==> src/rtl/sjfb_pkg.sv <==
// ----------------------------------------------------------------------------
// sjfb_pkg: shared types for the SJF batch scheduler
// Beat layouts, stored job entry, controller states and size defaults.
// ----------------------------------------------------------------------------
package sjfb_pkg;

  // Default batch capacity
  localparam int unsigned MaxJobsDef = 16;

  // Field widths
  localparam int unsigned IdW    = 8;
  localparam int unsigned TimeW  = 16;
  localparam int unsigned ClockW = 21;
  localparam int unsigned TotalW = 25;

  // Input beat: one job
  typedef struct packed {
    logic [IdW-1:0]   job_id;
    logic [TimeW-1:0] arrive_at;
    logic [TimeW-1:0] burst_len;
    logic             batch_last;
  } job_in_t;

  // Output beat: one scheduled job
  typedef struct packed {
    logic [IdW-1:0]    job_id_res;
    logic [TimeW-1:0]  arrival_echo;
    logic [TimeW-1:0]  burst_echo;
    logic [ClockW-1:0] completion_time;
    logic [ClockW-1:0] turnaround_time;
    logic [ClockW-1:0] wait_len;
    logic [TotalW-1:0] total_turnaround;
    logic [TotalW-1:0] total_waiting;
    logic              result_last;
  } job_res_t;

  // Entry held in the job memory
  typedef struct packed {
    logic [IdW-1:0]   id;
    logic [TimeW-1:0] arrival;
    logic [TimeW-1:0] burst;
  } job_entry_t;

  // Controller states
  typedef enum logic [2:0] {
    ST_LOAD,   // accept job beats
    ST_SCAN,   // sweep memory for the next job
    ST_CALC,   // start and completion time
    ST_DIFF,   // turnaround and waiting time
    ST_EMIT    // totals, load output register
  } sched_state_e;

endpackage

==> src/rtl/sjfb_job_mem.sv <==
// ----------------------------------------------------------------------------
// sjfb_job_mem: job entry storage
// Single write port, single read port, read data registered.
// ----------------------------------------------------------------------------
module sjfb_job_mem #(
  parameter int unsigned DEPTH = sjfb_pkg::MaxJobsDef,
  localparam int unsigned AddrW = (DEPTH > 1) ? $clog2(DEPTH) : 1
) (
  input  logic                 clk_i,
  input  logic                 wr_en_i,
  input  logic [AddrW-1:0]     wr_addr_i,
  input  sjfb_pkg::job_entry_t wr_data_i,
  input  logic                 rd_en_i,
  input  logic [AddrW-1:0]     rd_addr_i,
  output sjfb_pkg::job_entry_t rd_data_o
);
  import sjfb_pkg::*;

  job_entry_t mem [DEPTH];
  job_entry_t rd_data_q;

  // Write port
  always_ff @(posedge clk_i) begin
    if (wr_en_i) begin
      mem[wr_addr_i] <= wr_data_i;
    end
  end

  // Registered read port
  always_ff @(posedge clk_i) begin
    if (rd_en_i) begin
      rd_data_q <= mem[rd_addr_i];
    end
  end

  assign rd_data_o = rd_data_q;

endmodule

==> src/rtl/sjf_batch_scheduler_core.sv <==
// ----------------------------------------------------------------------------
// sjf_batch_scheduler_core: non-preemptive shortest-job-first batch scheduler
// Loads a batch of jobs into memory, then emits them in SJF run order with
// completion, turnaround, waiting times and running totals.
// ----------------------------------------------------------------------------
//
//   channel | signals                            | beat
//   --------+------------------------------------+-------------------------
//   in      | in_valid_i  in_ready_o  in_data_i  | one job (job_in_t)
//   out     | out_valid_o out_ready_i out_data_o | one scheduled job (job_res_t)
//
// Loading takes one cycle per job beat. Each result of a batch of n jobs comes
// from a sweep of n memory reads, a wait for the last read data and a step that
// closes the sweep, then three arithmetic steps. No job beat is taken during
// scheduling. Reset empties the batch; memory contents need no clearing. A
// stalled result holds the controller in its emit step until the output
// register frees.
//
module sjf_batch_scheduler_core #(
  parameter int unsigned MAX_JOBS = sjfb_pkg::MaxJobsDef
) (
  input  logic               clk_i,
  input  logic               rst_ni,
  input  logic               in_valid_i,
  output logic               in_ready_o,
  input  sjfb_pkg::job_in_t  in_data_i,
  output logic               out_valid_o,
  input  logic               out_ready_i,
  output sjfb_pkg::job_res_t out_data_o
);
  import sjfb_pkg::*;

  localparam int unsigned IdxW = (MAX_JOBS > 1) ? $clog2(MAX_JOBS) : 1;
  localparam int unsigned CntW = $clog2(MAX_JOBS + 1);
  localparam logic [CntW-1:0] MaxCnt = CntW'(MAX_JOBS);

  // Control state
  sched_state_e      state_q, state_d;
  logic [CntW-1:0]   count_q, count_d;
  logic [CntW-1:0]   rd_idx_q, rd_idx_d;
  logic              rd_vld_q, rd_vld_d;
  logic [IdxW-1:0]   rd_tag_q, rd_tag_d;
  logic [CntW-1:0]   emit_cnt_q, emit_cnt_d;
  logic [MAX_JOBS-1:0] done_q, done_d;
  logic [ClockW-1:0] clock_q, clock_d;
  logic              ba_found_q, ba_found_d;
  logic              ep_found_q, ep_found_d;
  logic              out_valid_q, out_valid_d;

  // Payload registers
  job_entry_t        ba_q, ba_d, ep_q, ep_d, sel_q, sel_d;
  logic [IdxW-1:0]   ba_idx_q, ba_idx_d, ep_idx_q, ep_idx_d, sel_idx_q, sel_idx_d;
  logic [ClockW-1:0] start_q, start_d, comp_q, comp_d, ta_q, ta_d, wt_q, wt_d;
  logic [TotalW-1:0] tot_ta_q, tot_ta_d, tot_wt_q, tot_wt_d;
  job_res_t          out_q, out_d;

  // Memory ports
  logic              wr_en, rd_en;
  job_entry_t        wr_data, rd_data;

  assign wr_data.id      = in_data_i.job_id;
  assign wr_data.arrival = in_data_i.arrive_at;
  assign wr_data.burst   = in_data_i.burst_len;

  sjfb_job_mem #(
    .DEPTH (MAX_JOBS)
  ) u_job_mem (
    .clk_i     (clk_i),
    .wr_en_i   (wr_en),
    .wr_addr_i (count_q[IdxW-1:0]),
    .wr_data_i (wr_data),
    .rd_en_i   (rd_en),
    .rd_addr_i (rd_idx_q[IdxW-1:0]),
    .rd_data_o (rd_data)
  );

  // Scan candidate tests on the entry coming out of memory
  logic entry_live, entry_arrived, ba_better, ep_better;
  assign entry_live    = rd_vld_q && !done_q[rd_tag_q];
  assign entry_arrived = ClockW'(rd_data.arrival) <= clock_q;
  assign ba_better     = !ba_found_q || (rd_data.burst < ba_q.burst) ||
                         ((rd_data.burst == ba_q.burst) && (rd_data.arrival < ba_q.arrival));
  assign ep_better     = !ep_found_q || (rd_data.arrival < ep_q.arrival) ||
                         ((rd_data.arrival == ep_q.arrival) && (rd_data.burst < ep_q.burst));

  assign in_ready_o  = (state_q == ST_LOAD);
  assign out_valid_o = out_valid_q;
  assign out_data_o  = out_q;

  // Next state and datapath
  always_comb begin
    state_d    = state_q;
    count_d    = count_q;
    rd_idx_d   = rd_idx_q;
    rd_vld_d   = 1'b0;
    rd_tag_d   = rd_tag_q;
    emit_cnt_d = emit_cnt_q;
    done_d     = done_q;
    clock_d    = clock_q;
    ba_found_d = ba_found_q;
    ep_found_d = ep_found_q;
    ba_d       = ba_q;
    ba_idx_d   = ba_idx_q;
    ep_d       = ep_q;
    ep_idx_d   = ep_idx_q;
    sel_d      = sel_q;
    sel_idx_d  = sel_idx_q;
    start_d    = start_q;
    comp_d     = comp_q;
    ta_d       = ta_q;
    wt_d       = wt_q;
    tot_ta_d   = tot_ta_q;
    tot_wt_d   = tot_wt_q;
    out_d      = out_q;
    out_valid_d = out_valid_q && !out_ready_i;
    wr_en      = 1'b0;
    rd_en      = 1'b0;

    case (state_q)
      ST_LOAD: begin
        if (in_valid_i) begin
          // drop job data once the batch is full
          if (count_q < MaxCnt) begin
            wr_en   = 1'b1;
            count_d = count_q + CntW'(1);
          end
          if (in_data_i.batch_last) begin
            state_d    = ST_SCAN;
            rd_idx_d   = '0;
            ba_found_d = 1'b0;
            ep_found_d = 1'b0;
            emit_cnt_d = '0;
            clock_d    = '0;
            done_d     = '0;
            tot_ta_d   = '0;
            tot_wt_d   = '0;
          end
        end
      end

      ST_SCAN: begin
        // issue reads in load order
        if (rd_idx_q < count_q) begin
          rd_en    = 1'b1;
          rd_vld_d = 1'b1;
          rd_tag_d = rd_idx_q[IdxW-1:0];
          rd_idx_d = rd_idx_q + CntW'(1);
        end
        // fold returning entries into both candidates; strict compares keep load order
        if (entry_live) begin
          if (entry_arrived && ba_better) begin
            ba_found_d = 1'b1;
            ba_d       = rd_data;
            ba_idx_d   = rd_tag_q;
          end
          if (ep_better) begin
            ep_found_d = 1'b1;
            ep_d       = rd_data;
            ep_idx_d   = rd_tag_q;
          end
        end
        if (!(rd_idx_q < count_q) && !rd_vld_q) begin
          state_d = ST_CALC;
        end
      end

      ST_CALC: begin
        // nothing arrived: clock jumps to the earliest pending arrival
        if (ba_found_q) begin
          sel_d     = ba_q;
          sel_idx_d = ba_idx_q;
          start_d   = clock_q;
          comp_d    = clock_q + ClockW'(ba_q.burst);
        end else begin
          sel_d     = ep_q;
          sel_idx_d = ep_idx_q;
          start_d   = ClockW'(ep_q.arrival);
          comp_d    = ClockW'(ep_q.arrival) + ClockW'(ep_q.burst);
        end
        state_d = ST_DIFF;
      end

      ST_DIFF: begin
        ta_d              = comp_q - ClockW'(sel_q.arrival);
        wt_d              = start_q - ClockW'(sel_q.arrival);
        done_d[sel_idx_q] = 1'b1;
        clock_d           = comp_q;
        state_d           = ST_EMIT;
      end

      ST_EMIT: begin
        if (!out_valid_q || out_ready_i) begin
          tot_ta_d = tot_ta_q + TotalW'(ta_q);
          tot_wt_d = tot_wt_q + TotalW'(wt_q);
          out_d.job_id_res       = sel_q.id;
          out_d.arrival_echo     = sel_q.arrival;
          out_d.burst_echo       = sel_q.burst;
          out_d.completion_time  = comp_q;
          out_d.turnaround_time  = ta_q;
          out_d.wait_len         = wt_q;
          out_d.total_turnaround = tot_ta_q + TotalW'(ta_q);
          out_d.total_waiting    = tot_wt_q + TotalW'(wt_q);
          out_d.result_last      = ((emit_cnt_q + CntW'(1)) == count_q);
          out_valid_d            = 1'b1;
          emit_cnt_d             = emit_cnt_q + CntW'(1);
          if ((emit_cnt_q + CntW'(1)) == count_q) begin
            // batch finished, start a new one
            state_d = ST_LOAD;
            count_d = '0;
            done_d  = '0;
            clock_d = '0;
          end else begin
            state_d    = ST_SCAN;
            rd_idx_d   = '0;
            ba_found_d = 1'b0;
            ep_found_d = 1'b0;
          end
        end
      end

      default: begin
        state_d = ST_LOAD;
      end
    endcase
  end

  // Control registers
  always_ff @(posedge clk_i or negedge rst_ni) begin
    if (!rst_ni) begin
      state_q     <= ST_LOAD;
      count_q     <= '0;
      rd_idx_q    <= '0;
      rd_vld_q    <= 1'b0;
      rd_tag_q    <= '0;
      emit_cnt_q  <= '0;
      done_q      <= '0;
      clock_q     <= '0;
      ba_found_q  <= 1'b0;
      ep_found_q  <= 1'b0;
      out_valid_q <= 1'b0;
    end else begin
      state_q     <= state_d;
      count_q     <= count_d;
      rd_idx_q    <= rd_idx_d;
      rd_vld_q    <= rd_vld_d;
      rd_tag_q    <= rd_tag_d;
      emit_cnt_q  <= emit_cnt_d;
      done_q      <= done_d;
      clock_q     <= clock_d;
      ba_found_q  <= ba_found_d;
      ep_found_q  <= ep_found_d;
      out_valid_q <= out_valid_d;
    end
  end

  // Payload registers
  always_ff @(posedge clk_i) begin
    ba_q      <= ba_d;
    ba_idx_q  <= ba_idx_d;
    ep_q      <= ep_d;
    ep_idx_q  <= ep_idx_d;
    sel_q     <= sel_d;
    sel_idx_q <= sel_idx_d;
    start_q   <= start_d;
    comp_q    <= comp_d;
    ta_q      <= ta_d;
    wt_q      <= wt_d;
    tot_ta_q  <= tot_ta_d;
    tot_wt_q  <= tot_wt_d;
    out_q     <= out_d;
  end

endmodule
==> config.mk <==
export PLATFORM = sky130hd
export DESIGN_NAME = sjf_batch_scheduler_core
export DESIGN_NICKNAME = d
export VERILOG_FILES = /design/src/rtl/sjfb_pkg.sv /design/src/rtl/sjfb_job_mem.sv /design/src/rtl/sjf_batch_scheduler_core.sv
export SDC_FILE = /design/constraint.sdc
export NUM_CORES = 1
export LEC_CHECK = 0
export ABC_AREA = 1
export BUFFER_PORTS_ARGS = -buffer_cell sky130_fd_sc_hd__buf_2
export CORE_ASPECT_RATIO = 0.6
export CORE_MARGIN = 3
export CORE_UTILIZATION = 43
export DETAILED_ROUTE_END_ITERATION = 10
export HOLD_SLACK_MARGIN = 0.02
export PLACE_DENSITY_LB_ADDON = 0.15
export REMOVE_ABC_BUFFERS = 1
export SLEW_MARGIN = 10
export SYNTH_ARGS = -nofsm -noshare
export SYNTH_HDL_FRONTEND = slang
export SYNTH_HIERARCHICAL = 1
export SYNTH_SLANG_ARGS = --single-unit
==> constraint.sdc <==
create_clock -name clk_i -period 7.9 [get_ports clk_i]
set_input_delay 1.58 -clock clk_i [delete_from_list [all_inputs] [get_ports clk_i]]
set_output_delay 1.58 -clock clk_i [all_outputs]
set_load 0.05 [all_outputs]
==> impl_results.md <==
* Starting density of the core at 0.435
* Measured slew at the worst slew-check pin at 0.996 ns
* Internal at 13,400 uW
* Sequential area share after synthesis at 0.640
* Layout cells sized above 1 at 0.0904
* Top cell type's share of synthesized area at 0.611
* # DRC at 0
* Cell Area, Synth at 0.0541 sq mm
* Num ports at 201
* Cells after synthesis at 5,158
* Pre-antenna DRT Iters at 6
* Worst relative slew slack at 0.336
* Sequential share of power at 0.400
* Initial DRC count at 4,136
* Max cap viols at 0
* Largest net degree at the start of global routing at 186
* Final Cycle Share at 0.479
* RSZ-0062 raised after global routing: false
* Routed len/inst at 21.0 um
* CTS tree: yes
* Status: complete, no violations
* Seq cells post-synth at 1,163
* Number of synthesized flops with an enable pin at 1,100
* Gate power share at 0.341
* Clock share of power at 0.258
* Post-DP HPWL at 95,900 um
* Crit end category: flip-flop
* Number of port buffers at 200
* Fillers at 11,366
* Core Region at 0.124 sq mm
* Power density over the cells at 361 mW/mm^2
* CTS Sinks at 1,163
* Synth async-reset ratio at 0.0542
* Hold Crit Class: flip-flop to flip-flop
* Die ar. at 0.130 sq mm
* Max Clock Freq at 264 MHz
* Area contributors post-synth: edfxtp_1, nand2_1, inv_1
* Die Height at 281 um
* TritonCTS buffer count at 111
* Clock Skew at 0.0236 ns
* Number of global-route vias before repair at 33,625
* Mean Syn Cell Area at 10.5 sq um
* WS Path Type: flip-flop to flip-flop
* Post-layout util at 0.487
* Footprint of the multi-input gates at 0.0156 sq mm
* Layout overhead on the synthesized area at 11.9%
* H-tree level count at 3
* Maximum fanout along the worst path at 185
* Setup Fix Bufs, Post-CTS at 0
* Hold Buf Count CTS at 0
* Yosys warning total at 6
* Largest area contributor in the netlist: edfxtp_1
* WP data arrival at 4.23 ns
* Final hold vios at 0
* Placed cell count at 6,922
* Post-route ant nets at 0
* # rows at 100
* Endpoints failing setup at 0
* Clock transition at path regs at 0.06 ns
* Fin nets at 5,594
* Crit path required time at 8.35 ns
* Cts repair resizes at 0
* Startpoint types: flip-flop
* Overflow after GRT at 0
* Net Sw Frac at 0.388
* GRT Total Usage at 0.227
* Clock Latency Late Sink at 0.73 ns
* Flip-flop and latch area at 0.0346 sq mm
* Die Wd at 464 um
* NetSw at 8480 uW
* DR vias at 36,513
* Distinct cells, synth at 53
* Worst vdd ir at 254 uV
* Post-Layout Cell Count at 7,129
* Tmin final at 3.78 ns
* Global-route wire length before repair at 222,000 um
* Vias per inst at 5.12
* Gpl congestion at 0.953
* Top_reg_cell synth: edfxtp_1
* Clk buf depth at 3
* Final WL at 150,000 um
* Count of final max-slew check failures at 0
* Antenna violations before repair at 7
* Clock Tree Root: clkbuf_16
* Leakage power at 0.0252 uW
routing by layer:
layer	wire length, um	global-route usage
met5	11	0
met4	2850	0.0475
met3	13100	0.0536
met2	57200	0.295
met1	76500	0.377
logic make-up (layout without fill, tap and decap cells):
logic type	after synthesis	after routing	share of synthesized area
and+or+nand+nor	2289	2289	0.178
DFF	1163	1163	0.640
buffers and inverters	972	1257	0.0742
other	0	3	0
xor gates and xnor gates	89	89	0.0144
adders and majority gates	197	197	0.0464
muxes	1	1	0.000185
AOI/OAI and AO/OA	447	447	0.0468
through the flow:
stage	setup TNS, ns	cell area, sq um	worst slack [ns]	power, uW	hold slack, ns
after CTS	0	60500	4.24	21900	0.412
after floorplan	-65.92	53100	-1.66	13700	0.400
after global placement	0	56700	3.95	16100	0.401
after global routing	0	60500	3.94	23100	0.422
final	0	60500	4.12	21900	0.414
after detailed placement	0	56700	3.88	16200	0.405
power groups by stage:
stage | clock network, uW | registers (uW) | logic, uW
6_report | 5650 | 8750 | 7460
2_1_floorplan | 0 | 9070 | 4650
3_3_place_gp | 0 | 8860 | 7270
4_1_cts | 5780 | 8750 | 7370
3_5_place_dp | 0 | 8870 | 7330
5_1_grt | 6000 | 8830 | 8320
cell usage in the layout (no fill, tap or decap), types with 55 or more instances in the layout:
master     synthesis  routed
a21oi_1          187     187
buf_2             64     200
clkbuf_16          0     112
dfrtp_1           63      58
edfxtp_1        1100    1100
ha_1             191     191
inv_1            801     796
nand2_1         1358    1358
nand3_1          590     590
nor2_1           229     212
o21ai_0          156     156
xor2_1            55      55
path summary, 6_finish.rpt:
kind	startpoint	to	slack [ns]	depth (start not counted)
max	rd_idx_q[0]	u_job_mem/rd_data_o[6]	4.12	7
min	sel_q[10]	out_data_o[124]	0.41	0
max reg2reg	rd_idx_q[0]	u_job_mem/rd_data_o[6]	4.12	7
min reg2reg	sel_q[10]	out_data_o[124]	0.41	0
max in group asynchronous	rst_ni	rd_idx_q[1]	6.05	2
min in group asynchronous	rst_ni	done_q[4]	1.11	2
Yosys cell counts (all sizes together) (3+ instances only):
cell type     n
inv         809
clkbuf       39
o211ai        3
xnor2        34
a31oi         8
o21bai       10
o21a         16
xor2         55
a41oi         3
a21boi        5
nand3b        8
and2          8
or2           7
nor2        231
edfxtp     1100
nand4        20
nand3       593
o21ai       186
a21oi       189
buf         123
nor3         32
nand2      1371
a21o         11
fa            6
o22ai         8
dfrtp        63
nor4         19
ha          191
o31ai         4
worst max-delay path, stage by stage (launching register included):
cell	delay, ns
dfrtp_4	1.01
buf_4	0.77
buf_12	0.68
nand2_1	0.12
nand3_1	0.12
nand3_1	0.15
nand3_1	0.19
nand2_1	0.14
final cells by class:
cell class	instances	area share
Clock inverter	71	0.0148
Clock buffer	133	0.0476
Tap cell	1683	0.0348
Sequential cell	1163	0.572
Timing Repair Buffer	243	0.0225
Inverter	810	0.0505
Multi-Input combinational cell	3023	0.258
Antenna cell	3	0.000124
flip-flops by register name, summed over array words and instances (netlist names), 25 cells and up:
| register | flops |
|---|---|
| ba_q | 40 |
| ep_q | 40 |
| out_data_o | 154 |
| sel_q | 40 |
| tot_ta_q | 25 |
| tot_wt_q | 25 |
| u_job_mem/mem | 640 |
| u_job_mem/rd_data_o | 40 |
No activity file was read; power rests on OpenSTA's default activity.
